===== src/hw/rtl/lrd_pkg.sv =====
`default_nettype none

package lrd_pkg;

    // Header layout: lengths, level, bare flag, then eight stamp bytes
    localparam logic [3:0] HPOS_MSG_LEN = 4'd0;
    localparam logic [3:0] HPOS_SRC_LEN = 4'd1;
    localparam logic [3:0] HPOS_LEVEL   = 4'd2;
    localparam logic [3:0] HPOS_BARE    = 4'd3;
    localparam logic [3:0] HPOS_LAST    = 4'd11;

    localparam logic [7:0] BARE_TRUE       = 8'h01;
    localparam logic [7:0] MAX_LEVEL_RESET = 8'd4;

    typedef enum logic [1:0] {
        KIND_HEADER = 2'd0,
        KIND_MSG    = 2'd1,
        KIND_SRC    = 2'd2,
        KIND_ERROR  = 2'd3
    } t_kind;

    typedef struct packed {
        t_kind       kind;
        logic [7:0]  msg_len;
        logic [7:0]  src_len;
        logic [7:0]  level;
        logic        is_bare;
        logic [63:0] stamp;
        logic [7:0]  data_byte;
        logic        last;
    } t_result;

endpackage

`default_nettype wire


===== src/hw/rtl/log_record_deframer_unit.sv =====
// Log record deframer.
// Input channel: one raw byte per beat on i_in_byte, qualified by i_in_valid;
// the block drives o_in_stall. Records are back to back: 12 header bytes
// (message length, source length, level, bare flag, 8-byte big-endian stamp)
// followed by the message bytes and then the source bytes.
// Output channel: o_out_valid with o_kind, header fields, o_data_byte and
// o_last; the receiver drives i_out_stall. A header beat (or a level error
// when the level exceeds max_level) follows the last header byte; each payload
// byte yields one tagged beat. Payload of a rejected record is dropped.
// Config channel: i_cfg_valid/o_cfg_ready write max_level (reset value 4);
// write it only while the block is idle. It is sampled when a header ends.
// A result is registered in the output buffer before it shows on o_out_valid.
// Throughput: one input byte per cycle while o_in_stall is low, set by the
// single parse stage and the output register; a two-entry output buffer
// (output register plus skid entry) keeps input flowing while a result waits.
// Stall: o_in_stall rises only once both output entries are full.
// Reset (i_rst_n low, synchronous): parser returns to header byte 0, output
// buffer empties, max_level returns to 4.
`default_nettype none

module log_record_deframer_unit
    import lrd_pkg::*;
(
    input  wire logic        i_clk,
    input  wire logic        i_rst_n,
    input  wire logic        i_cfg_valid,
    output logic             o_cfg_ready,
    input  wire logic [7:0]  i_cfg_data,
    input  wire logic        i_in_valid,
    output logic             o_in_stall,
    input  wire logic [7:0]  i_in_byte,
    output logic             o_out_valid,
    input  wire logic        i_out_stall,
    output logic [1:0]       o_kind,
    output logic [7:0]       o_msg_len,
    output logic [7:0]       o_src_len,
    output logic [7:0]       o_level,
    output logic             o_is_bare,
    output logic [63:0]      o_stamp,
    output logic [7:0]       o_data_byte,
    output logic             o_last
);

    logic [7:0] r_max_level;
    logic       in_fire;
    logic       buf_full;
    logic       result_valid;
    t_result    result;
    t_result    out_beat;

    // config register: always ready, takes the write data as is
    assign o_cfg_ready = 1'b1;

    always_ff @(posedge i_clk) begin
        if (!i_rst_n) begin
            r_max_level <= MAX_LEVEL_RESET;
        end else if (i_cfg_valid && o_cfg_ready) begin
            r_max_level <= i_cfg_data;
        end
    end

    // hold the input only when no room is left for another result
    assign o_in_stall = buf_full;
    assign in_fire    = i_in_valid & ~buf_full;

    lrd_parser u_parser (
        .i_clk          (i_clk),
        .i_rst_n        (i_rst_n),
        .i_fire         (in_fire),
        .i_in_byte      (i_in_byte),
        .i_max_level    (r_max_level),
        .o_result       (result),
        .o_result_valid (result_valid)
    );

    lrd_out_buf u_out_buf (
        .i_clk       (i_clk),
        .i_rst_n     (i_rst_n),
        .i_push      (result_valid),
        .i_push_data (result),
        .o_full      (buf_full),
        .o_out_valid (o_out_valid),
        .i_out_stall (i_out_stall),
        .o_out       (out_beat)
    );

    assign o_kind      = out_beat.kind;
    assign o_msg_len   = out_beat.msg_len;
    assign o_src_len   = out_beat.src_len;
    assign o_level     = out_beat.level;
    assign o_is_bare   = out_beat.is_bare;
    assign o_stamp     = out_beat.stamp;
    assign o_data_byte = out_beat.data_byte;
    assign o_last      = out_beat.last;

endmodule

`default_nettype wire


===== src/hw/rtl/lrd_parser.sv =====
`default_nettype none

module lrd_parser
    import lrd_pkg::*;
(
    input  wire logic       i_clk,
    input  wire logic       i_rst_n,
    input  wire logic       i_fire,
    input  wire logic [7:0] i_in_byte,
    input  wire logic [7:0] i_max_level,
    output t_result         o_result,
    output logic            o_result_valid
);

    logic [3:0]  r_header_pos, n_header_pos;
    logic [7:0]  r_msg_count,  n_msg_count;
    logic [7:0]  r_src_count,  n_src_count;
    logic [7:0]  r_level,      n_level;
    logic        r_bare,       n_bare;
    logic [63:0] r_stamp,      n_stamp;
    logic [8:0]  r_payload_left, n_payload_left;
    logic        r_dropping,   n_dropping;

    logic [8:0]  payload_dec;
    logic [8:0]  payload_total;
    logic        is_msg;

    assign payload_dec   = r_payload_left - 9'd1;
    assign is_msg        = r_payload_left > {1'b0, r_src_count};
    assign payload_total = {1'b0, n_msg_count} + {1'b0, n_src_count};

    always_comb begin
        n_header_pos   = r_header_pos;
        n_msg_count    = r_msg_count;
        n_src_count    = r_src_count;
        n_level        = r_level;
        n_bare         = r_bare;
        n_stamp        = r_stamp;
        n_payload_left = r_payload_left;
        n_dropping     = r_dropping;
        o_result_valid = 1'b0;
        o_result       = '0;

        if (r_payload_left != 9'd0) begin
            // payload beat: tag it, or drop it quietly for a rejected record
            n_payload_left = payload_dec;
            if (r_dropping) begin
                if (payload_dec == 9'd0) begin
                    n_dropping = 1'b0;
                end
            end else begin
                o_result_valid = 1'b1;
                o_result.kind  = is_msg ? KIND_MSG : KIND_SRC;
                o_result.data_byte = i_in_byte;
                o_result.last  = (payload_dec == 9'd0);
            end
        end else begin
            case (r_header_pos)
                HPOS_MSG_LEN: n_msg_count = i_in_byte;
                HPOS_SRC_LEN: n_src_count = i_in_byte;
                HPOS_LEVEL:   n_level     = i_in_byte;
                HPOS_BARE:    n_bare      = (i_in_byte == BARE_TRUE);
                default:      n_stamp     = {r_stamp[55:0], i_in_byte};
            endcase

            if (r_header_pos < HPOS_LAST) begin
                n_header_pos = r_header_pos + 4'd1;
            end else begin
                n_header_pos   = '0;
                n_payload_left = payload_total;
                o_result_valid = 1'b1;
                if (n_level > i_max_level) begin
                    n_dropping    = (payload_total != 9'd0);
                    o_result.kind = KIND_ERROR;
                    o_result.last = 1'b1;
                end else begin
                    n_dropping    = 1'b0;
                    o_result.kind = KIND_HEADER;
                    o_result.last = (payload_total == 9'd0);
                end
            end
        end

        // every result carries the record's header values
        o_result.msg_len = n_msg_count;
        o_result.src_len = n_src_count;
        o_result.level   = n_level;
        o_result.is_bare = n_bare;
        o_result.stamp   = n_stamp;
        o_result_valid   = o_result_valid & i_fire;
    end

    always_ff @(posedge i_clk) begin
        if (!i_rst_n) begin
            r_header_pos   <= '0;
            r_msg_count    <= '0;
            r_src_count    <= '0;
            r_level        <= '0;
            r_bare         <= 1'b0;
            r_stamp        <= '0;
            r_payload_left <= '0;
            r_dropping     <= 1'b0;
        end else if (i_fire) begin
            r_header_pos   <= n_header_pos;
            r_msg_count    <= n_msg_count;
            r_src_count    <= n_src_count;
            r_level        <= n_level;
            r_bare         <= n_bare;
            r_stamp        <= n_stamp;
            r_payload_left <= n_payload_left;
            r_dropping     <= n_dropping;
        end
    end

    a_drop_needs_payload: assert property (@(posedge i_clk) disable iff (!i_rst_n)
        r_dropping |-> (r_payload_left != 9'd0))
        else $error("dropping with no payload left");

    a_no_header_in_payload: assert property (@(posedge i_clk) disable iff (!i_rst_n)
        (r_payload_left != 9'd0) |-> (r_header_pos == 4'd0))
        else $error("header position moved during payload");

    a_header_pos_range: assert property (@(posedge i_clk) disable iff (!i_rst_n)
        r_header_pos <= HPOS_LAST)
        else $error("header position out of range");

endmodule

`default_nettype wire


===== src/hw/rtl/lrd_out_buf.sv =====
`default_nettype none

module lrd_out_buf
    import lrd_pkg::*;
(
    input  wire logic    i_clk,
    input  wire logic    i_rst_n,
    input  wire logic    i_push,
    input  wire t_result i_push_data,
    output logic         o_full,
    output logic         o_out_valid,
    input  wire logic    i_out_stall,
    output t_result      o_out
);

    logic    r_out_valid, n_out_valid;
    logic    r_skid_valid, n_skid_valid;
    t_result r_out, n_out;
    t_result r_skid, n_skid;
    logic    pop;

    assign pop = r_out_valid & ~i_out_stall;

    always_comb begin
        n_out_valid  = r_out_valid;
        n_out        = r_out;
        n_skid_valid = r_skid_valid;
        n_skid       = r_skid;
        if (!r_out_valid || pop) begin
            if (r_skid_valid) begin
                n_out        = r_skid;
                n_out_valid  = 1'b1;
                n_skid_valid = 1'b0;
            end else begin
                n_out_valid = i_push;
                n_out       = i_push_data;
            end
        end else if (i_push) begin
            n_skid_valid = 1'b1;
            n_skid       = i_push_data;
        end
    end

    always_ff @(posedge i_clk) begin
        if (!i_rst_n) begin
            r_out_valid  <= 1'b0;
            r_skid_valid <= 1'b0;
        end else begin
            r_out_valid  <= n_out_valid;
            r_skid_valid <= n_skid_valid;
        end
    end

    always_ff @(posedge i_clk) begin
        r_out  <= n_out;
        r_skid <= n_skid;
    end

    assign o_full      = r_skid_valid;
    assign o_out_valid = r_out_valid;
    assign o_out       = r_out;

    a_skid_behind_out: assert property (@(posedge i_clk) disable iff (!i_rst_n)
        r_skid_valid |-> r_out_valid)
        else $error("skid entry held with output empty");

    a_no_push_into_full: assert property (@(posedge i_clk) disable iff (!i_rst_n)
        r_skid_valid |-> !i_push)
        else $error("result pushed while skid entry occupied");

    a_hold_while_stalled: assert property (@(posedge i_clk) disable iff (!i_rst_n)
        (r_out_valid && i_out_stall) |=> (r_out_valid && $stable(r_out)))
        else $error("stalled output beat changed");

endmodule

`default_nettype wire

===== config.mk =====
export PLATFORM = sky130hd
export DESIGN_NAME = log_record_deframer_unit
export DESIGN_NICKNAME = d
export VERILOG_FILES = /design/src/hw/rtl/lrd_pkg.sv /design/src/hw/rtl/log_record_deframer_unit.sv /design/src/hw/rtl/lrd_parser.sv /design/src/hw/rtl/lrd_out_buf.sv
export SDC_FILE = /design/constraint.sdc
export NUM_CORES = 1
export LEC_CHECK = 0
export BUFFER_PORTS_ARGS = -buffer_cell sky130_fd_sc_hd__buf_2
export CAP_MARGIN = 40
export CELL_PAD_IN_SITES_DETAIL_PLACEMENT = 1
export CELL_PAD_IN_SITES_GLOBAL_PLACEMENT = 2
export CORE_MARGIN = 2
export CORE_UTILIZATION = 45
export DETAILED_ROUTE_END_ITERATION = 16
export GPL_TIMING_DRIVEN = 1
export PLACE_DENSITY = 0.95
export SETUP_SLACK_MARGIN = 0.3
export SLEW_MARGIN = 20
export SYNTH_ARGS = -nofsm -noshare
export SYNTH_HDL_FRONTEND = slang
export SYNTH_SLANG_ARGS = --single-unit

===== constraint.sdc =====
create_clock -name i_clk -period 23.8 [get_ports i_clk]
set_input_delay 1.19 -clock i_clk [delete_from_list [all_inputs] [get_ports i_clk]]
set_output_delay 1.19 -clock i_clk [all_outputs]
set_load 0.03 [all_outputs]

; ---- Word level (Yosys, flattened, before mapping)
; Index checks and enable logic that the tools add are counted.
[totals]
in_bits = 21
out_inout_bits = 103
elab_cells = 92
mem_count = 0
latchBits = 0
rom_bits = 0
ff_bits = 313
mem_bits_rw = 0
[classes]
n_mux = 34
bitwise = 8
n_shift = 0
magnitude_cmp = 3
n_addsub = 3
n_mul = 0
reduce_logical = 12
eq_ne = 5
div = 0
[ops]
columns = operator, count
row1 = 2-to-1 mux 64 bit, 2
row2 = 2-to-1 mux 100 bit, 1
row3 = 2-to-1 mux 8 bit, 8
row4 = 2-to-1 mux 9 bit, 3
row5 = logical NOT 9 bit, 2
row6 = nonzero test 9 bit, 2
row7 = 2-to-1 mux 1 bit, 14
row8 = 2-to-1 mux 2 bit, 5
row9 = adder 8 x 8 -> 9 bit, 1
row10 = > comparator 9 x 8 -> 1 bit, 1
row11 = subtractor 9 x 1 -> 9 bit (second input constant), 1
row12 = equality test 4 x 2 -> 1 bit (second input constant), 2
row13 = equality test 8 x 1 -> 1 bit (second input constant), 1
row14 = > comparator 8 bit, 1
row15 = AND reduction 2 bit, 3
row16 = NOT 1 bit, 5
row17 = adder 4 x 1 -> 4 bit (second input constant), 1
row18 = equality test 4 x 1 -> 1 bit (second input constant), 1
row19 = logical NOT 4 bit, 1
row20 = < comparator 4 bit (second input constant), 1
row21 = 2-to-1 mux 4 bit, 1
row22 = OR reduction 4 bit, 1
row23 = AND 1 bit, 3
row24 = inequality test 2 x 1 -> 1 bit (second input constant), 1
row25 = 3 further kinds, 3

; ---- Depth between registers and ports, before layout
; Gate-level depths: netlist of the first run.
[logic_depth]
depth_word = 9
mapped_depth = 16
mapped_depth_nobuf = 15

; ---- Cells and area by module
; Synthesis of the first run repeated with hierarchy kept, for this count alone.
[unflattened]
hier_cells = 1115
hier_area_um2 = 14132.3
[modules_own_cells]
columns = mod, cells_per_inst, seq_area_each_um2, area_each_um2, instances
row1 = lrd_out_buf, 318, 6045.8, 7318.3, 1
row2 = lrd_parser, 769, 2062.0, 6497.5, 1
row3 = log_record_deframer_unit, 28, 160.2, 316.6, 1

; ---- Least setup slack after synthesis of the first run
; No wires, ideal clock.
[synth_path]
kind = input to register
from = in i_out_stall
to = reg u_out_buf.r_skid[0] (netlist name), enable pin
path_stages = 2
path_slack_ps = 12265
setup_ps = 707
path_buffers = 0
arrival_ps = 10828
required_time_ps = 23093
cell_sequence = nand2_1 a211oi_1
[synth_via]
elab_chain_cells = 5
[synth_rtl]
columns = item, line_no
row1 = "start, declared", log_record_deframer_unit.sv:33  ; input wire logic i_out_stall,
row2 = NOT 1 bit, lrd_out_buf.sv:22  ; assign pop = r_out_valid & ~i_out_stall;
row3 = AND 1 bit, lrd_out_buf.sv:22
row4 = logical OR 1 bit, lrd_out_buf.sv:29  ; if (!r_out_valid || pop) begin
row5 = NOT 1 bit (no source line), -
row6 = AND reduction 2 bit (no source line), -
row7 = "end signal, assigned", lrd_out_buf.sv:56  ; r_skid <= n_skid;
row8 = "end, declared", lrd_out_buf.sv:19  ; t_result r_skid, n_skid;
; Every way passes these cells.
; A chain may end at the register's enable or synchronous reset.

==> metrics, run 1 <==
Post-synth ARST share 0%; reg-to-reg slack, setup 18.91 ns; CTS resizes 0; CTS H-tree depth 2; status finished clean; top post-synthesis cells by area edfxtp_1 42%, dfxtp_1 16%, mux2_2 10%, nand2_1 5.4%, mux2_4 5.2%; Adder-Cell Fraction of Synth Area 2.84%; CTS tree done; Cells after Synth 1144; first-pass GRT wire length 55.5 mm; Die H 183 um; data arrival time of the worst path 5.27 ns; RSZ-0062 raised after global routing no; postcts setup bufs 0; WP data required 24.18 ns; Reg2Reg Depth 13; worst skew pair latency 0.51 ns; Setup-failing EPs final 0; Post-synth EDFFs 200; critical path capture point u_out_buf.r_skid[0]; cell with the most instances after synthesis nand2_1; Compound-Gate Fraction of Synth Area 8.85%; gr usage total 21.1%; IO buf count 122; share of cells above drive strength 1 30.5%; number of clock sinks 313; Worst Setup Start Kind register; final setup TNS 0 ns; Critical path buffers and inverters 1; max incr delay on CP 0.72 ns; routed vias 9222; Setup Skew 0.0125 ns; FF-to-FF Start u_parser.r_payload_left[0]; GP Congestion 0.895; Synth Flop Type edfxtp_1; Via density 5.49; WL final 35.3 mm; Pwr Density 120 mW/mm^2; worst-path maximum fanout 18; Critical Path, Cell by Cell inv_1 -> ha_1 -> or4b_1 -> nor3_4 -> nand3_2 -> mux2_2 -> ha_1 -> or3b_2 -> nor3_1 -> a21oi_1 -> o32ai_1 -> o211a_1 -> a221o_1; Least-Margin Pin Slew 0.818 ns; count of different cell masters after synthesis 62; worst min path class reg -> reg; Mapped Area 0.0143 mm^2; Crit Path Category reg -> reg; pins over their slew limit 0; most used cell, CP ha_1; area leader, netlist edfxtp_1; placed inst area 0.0153 mm^2; wire per inst 21.0 um; deepest clock path buffer count 3; CP max-delay cell nor3_4; die area 0.0333 mm^2; Post-layout nets 1303; Tcrit/Tclk final 20.6%; initial drt markers 619; initial antenna violation count 1; crit path from u_parser.r_payload_left[0]; Stages on worst setup path 13; DRC viols 0; Final Hold Viols 0; CTS Buf Count 35; Synth Area in XOR/XNOR 0.244%; hold path depth 2; First-pass DRT Iterations 5; core area 0.0315 mm^2; share of the synthesized area in the top cell type 41.9%; largest family of logic cells by synthesized area multiplexers; post-synthesis mux area share 16.7%; Top delay family on crit path simple AND/OR/NAND/NOR gates; syn nets 1197; area grow syn2layout 14.4%; sequential share of the synthesized area 57.6%; relative slew slack 44.9%; I/O pins 124; Hold Buf Count CTS 0; Worst VDD drop 0.0684 mV; Rows 65; DP Wirelength 23.2 mm; flops & latches, synth 313; minimum clock period 4.89 ns; largest net degree at the start of global routing 65; Antenna Violating Nets Remaining 0; Root Driver clkbuf_16; YS warnings 0; Crit. End Element register; Clock transition at path regs 0.06 ns; Post-synth top cells 206 x nand2_1, 200 x edfxtp_1, 132 x mux2_2, 113 x dfxtp_1, 61 x a21boi_1; number of global-route vias before repair 9753; Fill cells 3221; Die X 183 um; Leakage 6.59 nW; grt ovf 0; Achievable Freq 0.204 GHz; Design Area, Final 0.0164 mm^2; RR Endpoint u_out_buf.r_skid[0]; max-cap check violation count 0; Starting Density 45.6%; Post-Synth Simple-Gate Area 9.99%; Mean Syn Cell Area 12.5 um^2
-- power by group --
part	internal [mW]	total [mW]	switching (mW)	leakage, nW
Sequential	0.692	0.738	0.0457	3.03
Clock	0.326	0.548	0.222	0.581
Combinational	0.235	0.689	0.453	2.97
Total	1.25	1.97	0.721	6.59
-- how the worst min path moves through the flow --
stage | startpoint | end | slack (ns)
5_1_grt | u_parser.r_msg_count[3] | u_parser.r_msg_count[3] | 0.48
6_report | u_parser.r_stamp[60] | u_parser.r_stamp[60] | 0.45
2_1_floorplan | u_parser.r_msg_count[3] | u_parser.r_msg_count[3] | 0.43
4_1_cts | u_parser.r_stamp[57] | u_parser.r_stamp[57] | 0.46
3_3_place_gp | u_parser.r_stamp[58] | u_parser.r_stamp[58] | 0.44
3_5_place_dp | u_parser.r_stamp[57] | u_parser.r_stamp[57] | 0.45
-- cell type report --
cell class	instances	area [um^2]	area share, %
tap	402	503	3.06
timing repair buffer	137	773	4.71
sequential	313	8270	50.4
multi-input combinational	730	5580	34.0
clock inverter	17	180	1.10
inverter	33	124	0.754
antenna	1	2.50	0.0152
clock buffer	47	986	6.00
-- through the flow --
stage	power (mW)	setup WS [ns]	utilization [%]	instances	hold WS, ns
final	1.97	18.91	52.2	1680	0.451
after global routing	2.07	18.65	52.2	1680	0.483
after CTS	1.99	18.93	52.2	1679	0.456
after detailed placement	1.43	18.96	48.5	1615	0.447
after global placement	1.41	19.09	48.2	1610	0.435
after floorplan	1.25	12.27	-	1144	0.427
-- logic make-up after synthesis --
group,Yosys count
mux,198
flops,313
buf+inv,101
simple gates,315
other cells,1
fa+ha+maj,32
xor+xnor,4
compound gates,180
-- layer usage --
metal / global-route usage [%] / vias to the layer above / wire [um]
li1: - / 4330 / -
met1: 26.8 / 4648 / 15300
met2: 38.3 / 195 / 18200
met3: 2.69 / 49 / 1160
met4: 4.94 / 0 / 622
met5: 0 / - / 0
-- state kept, by name, indices dropped and copies added (netlist names) --
| name | cells |
|---|---|
| u_parser.r_payload_left | 9 |
| u_out_buf.o_out_valid | 1 |
| u_out_buf.o_full | 1 |
| u_parser.r_header_pos | 4 |
| r_max_level | 8 |
| u_parser.r_src_count | 8 |
| u_parser.r_stamp | 64 |
| u_parser.r_level | 8 |
| u_out_buf.r_skid | 100 |
| u_parser.r_bare | 1 |
| u_out_buf.o_out | 100 |
| u_parser.r_dropping | 1 |
| u_parser.r_msg_count | 8 |
-- tightest hold or removal path: stages, from the launching register on --
cell and delay (ns):
dfxtp_1 0.31, nand2_1 0.05, a21boi_1 0.05
-- cells in the final DEF (no fill, tap or decap), types with 7 or more instances in the layout --
cell / netlist / routed
a21boi_1: 61 / 61
buf_4: 2 / 11
clkinv_2: 0 / 8
and2_1: 10 / 10
a21boi_0: 25 / 25
nand3_1: 7 / 7
nor2b_1: 11 / 11
ha_1: 31 / 31
mux2_4: 50 / 50
o21ai_0: 31 / 31
nor2_1: 23 / 23
clkbuf_16: 0 / 36
nor3_1: 13 / 13
a21oi_1: 17 / 17
mux2i_1: 16 / 16
inv_1: 33 / 33
nand2_1: 206 / 205
o211a_1: 9 / 9
dfxtp_1: 113 / 112
edfxtp_1: 200 / 200
mux2_2: 132 / 132
buf_2: 9 / 122
No activity file was read; power rests on OpenSTA's default activity.
==> run 2: changes to the inputs <==
Settings changed: CORE_UTILIZATION 45 to 41, PLACE_DENSITY 0.95 to 0.88.
Clock period 23.8 ns to 4.55 ns, I/O delays scaled along.
==> run 2 against run 1 <==
Utilization down 4.1 points. Critical path depth up 1. Cell count up 3.9%. First-iteration DRC count down 31%.
==> metrics, run 2 (synthesis gave the netlist of run 1 again) <==
Root Driver clkbuf_16 (unchanged); internal power 6.49 mW (was 1.25 mW); Antenna Diode Count 0 (was 1); Post-layout nets 1316 (was 1303); dpl ws 0.394 ns (was 18.96 ns); GRT met3 Usage 2.33% (was 2.69%); worst skew pair latency 0.54 ns (was 0.51 ns); DRC viols 0 (unchanged); Comb power frac 36.0% (was 34.9%); area grow syn2layout 15.7% (was 14.4%); register share of total power 37.4% (about the same); status finished clean (unchanged); wire per inst 19.7 um (was 21.0 um); Setup-failing EPs final 0 (unchanged); Sequential cell area 0.00827 mm^2 (about the same); routed vias 9214 (was 9222); Critical path buffers and inverters 2 (was 1); data arrival time of the worst path 4.40 ns (was 5.27 ns); area of the multi-input gates 0.00561 mm^2 (was 0.00558 mm^2); core area 0.0345 mm^2 (was 0.0315 mm^2); relative slew slack 50.2% (was 44.9%); Stages on worst setup path 14 (was 13); max incr delay on CP 0.53 ns (was 0.72 ns); Worst Setup Start Kind register (unchanged); first-pass GRT wire length 53.8 mm (was 55.5 mm); largest net degree at the start of global routing 65 (unchanged); share of cells above drive strength 1 31.2% (was 30.5%); Critical Path, Cell by Cell inv_2 -> ha_4 -> or4b_4 -> nor3_4 -> buf_12 -> nand3_4 -> mux2_2 -> ha_1 -> or3b_2 -> nor3_1 -> a21oi_1 -> o32ai_1 -> o211a_1 -> a221o_1 (was inv_1 -> ha_1 -> or4b_1 -> nor3_4 -> nand3_2 -> mux2_2 -> ha_1 -> or3b_2 -> nor3_1 -> a21oi_1 -> o32ai_1 -> o211a_1 -> a221o_1); IO buf count 122 (unchanged); Via density 5.28 (was 5.49); WL final 34.3 mm (was 35.3 mm); number of global-route vias before repair 9516 (was 9753); grt ovf 0 (unchanged); met1 usage 24.4% (was 26.8%); most common cell after layout, fill and taps aside nand2_1 (unchanged); Worst VDD drop 0.282 mV (was 0.0684 mV); hold path depth 3 (was 2); Antenna Violating Nets Remaining 0 (unchanged); Sw Ratio 36.9% (was 36.5%); Die H 191 um (was 183 um); crit path from u_parser.r_payload_left[0] (unchanged); Final Hold Viols 0 (unchanged); worst-path maximum fanout 9 (was 18); Die X 191 um (was 183 um); GP Congestion 0.815 (was 0.895); CTS H-tree depth 2 (unchanged); reg-to-reg slack, setup 0.54 ns (was 18.91 ns); Final WS setup 0.539 ns (was 18.91 ns); CP max-delay cell or4b_4 (was nor3_4); Fill cells 3629 (was 3221); Clock transition at path regs 0.06 ns (about the same); CTS Buf Count 35 (unchanged); Crit Path Category reg -> reg (unchanged); max-cap check violation count 0 (unchanged); Total Power 10.3 mW (was 1.97 mW); Achievable Freq 0.249 GHz (was 0.204 GHz); WP data required 4.94 ns (was 24.18 ns); Reg2Reg Depth 14 (was 13); Rows 68 (was 65); Setup Skew 0.0209 ns (was 0.0125 ns); pins over their slew limit 0 (unchanged); RR Endpoint u_out_buf.r_skid[0] (unchanged); gr usage total 18.8% (was 21.1%); First-pass DRT Iterations 6 (was 5); P_sw 3.79 mW (was 0.721 mW); GR Util met2 33.2% (was 38.3%); number of clock sinks 313 (unchanged); GRT busiest layer met2 (unchanged); most frequent cells in the layout 205 x nand2_1, 200 x edfxtp_1, 132 x mux2_2, 122 x buf_2, 110 x dfxtp_1 (was 205 x nand2_1, 200 x edfxtp_1, 132 x mux2_2, 122 x buf_2, 112 x dfxtp_1); Starting Density 41.5% (was 45.6%); critical path capture point u_out_buf.r_skid[0] (unchanged); Design Area, Final 0.0166 mm^2 (was 0.0164 mm^2); Top delay family on crit path simple AND/OR/NAND/NOR gates (unchanged); DP Wirelength 23.2 mm (about the same); I/O pins 124 (unchanged); initial drt markers 425 (was 619); Crit. End Element register (unchanged); placed inst area 0.0153 mm^2 (about the same); RSZ-0062 raised after global routing no (unchanged); Tcrit/Tclk final 88.2% (was 20.6%); minimum clock period 4.01 ns (was 4.89 ns); FF-to-FF Start u_parser.r_payload_left[0] (unchanged); final core occ 48.1% (was 52.2%); CTS tree done (unchanged); Clock power frac 26.6% (was 27.8%); worst min path class in -> reg (was reg -> reg); initial antenna violation count 0 (was 1); Leakage 6.63 nW (was 6.59 nW); deepest clock path buffer count 3 (unchanged); Pwr Density 619 mW/mm^2 (was 120 mW/mm^2); Least-Margin Pin Slew 0.747 ns (was 0.818 ns); die area 0.0365 mm^2 (was 0.0333 mm^2)
[run 2: worst register-to-register path: cells and delay by family, from the launching register on]
kind,cells,cell delay (ns)
multiplexers,1,0.38
AO/OA/AOI/OAI,4,0.84
adder cells (fa/ha/maj),2,0.54
buffers and inverters,2,0.25
AND/OR/NAND/NOR,5,1.52
flip-flops,1,0.35
[run 2: worst min-delay path by stage]
stage,start,endpoint,slack [ns]
finish,i_in_byte[3],u_parser.r_stamp[3],0.08
global placement,u_parser.r_stamp[59],u_parser.r_stamp[59],0.44
global route,i_in_byte[3],u_parser.r_stamp[3],0.09
floorplan,i_cfg_data[2],r_max_level[2],0.36
CTS,i_in_byte[4],u_parser.r_stamp[4],0.07
detailed placement,u_parser.r_stamp[58],u_parser.r_stamp[58],0.45
[run 2: metal layers]
layer | part of all wire (%) | routed length, um | up-vias
li1 | - | - | 4353
met2 | 50 | 17200 | 149
met3 | 2.9 | 1010 | 52
met4 | 2.0 | 693 | 0
met1 | 45 | 15500 | 4660
met5 | 0 | 0 | -
[run 2: what timing repair did]
item | CTS | global route
buffers inserted | 0 | 1
gates resized for setup | 0 | 2
endpoints found under the setup margin | 0 | 3
endpoints found under the hold margin | 8 | 0
hold buffers | 8 | 0
[run 2: power by group through the flow]
stage               Combinational [mW]  Clock (mW)  Sequential, mW
floorplan                         2.23           0            4.34
global placement                  3.54           0            3.88
detailed placement                3.64           0            3.91
CTS                               3.67        2.79            3.85
global route                      4.03        2.90            3.89
finish                            3.70        2.73            3.85
[run 2: cell type report]
cell class | count | share of cell area, %
inverters | 33 | 0.746
multi-input cells | 730 | 33.8
clock inverters | 23 | 1.08
well taps | 455 | 3.43
repair buffers | 150 | 5.44
flip-flops and latches | 313 | 49.8
clock buffers | 41 | 5.65
[run 2: metrics by stage]
stage | hold WS [ns] | cells | TNS, ns
final | 0.0782 | 1745 | 0
after global placement | 0.436 | 1668 | 0
after detailed placement | 0.450 | 1671 | 0
after CTS | 0.0653 | 1743 | 0
after global routing | 0.0902 | 1745 | 0
after floorplan | 0.358 | 1144 | -14.14
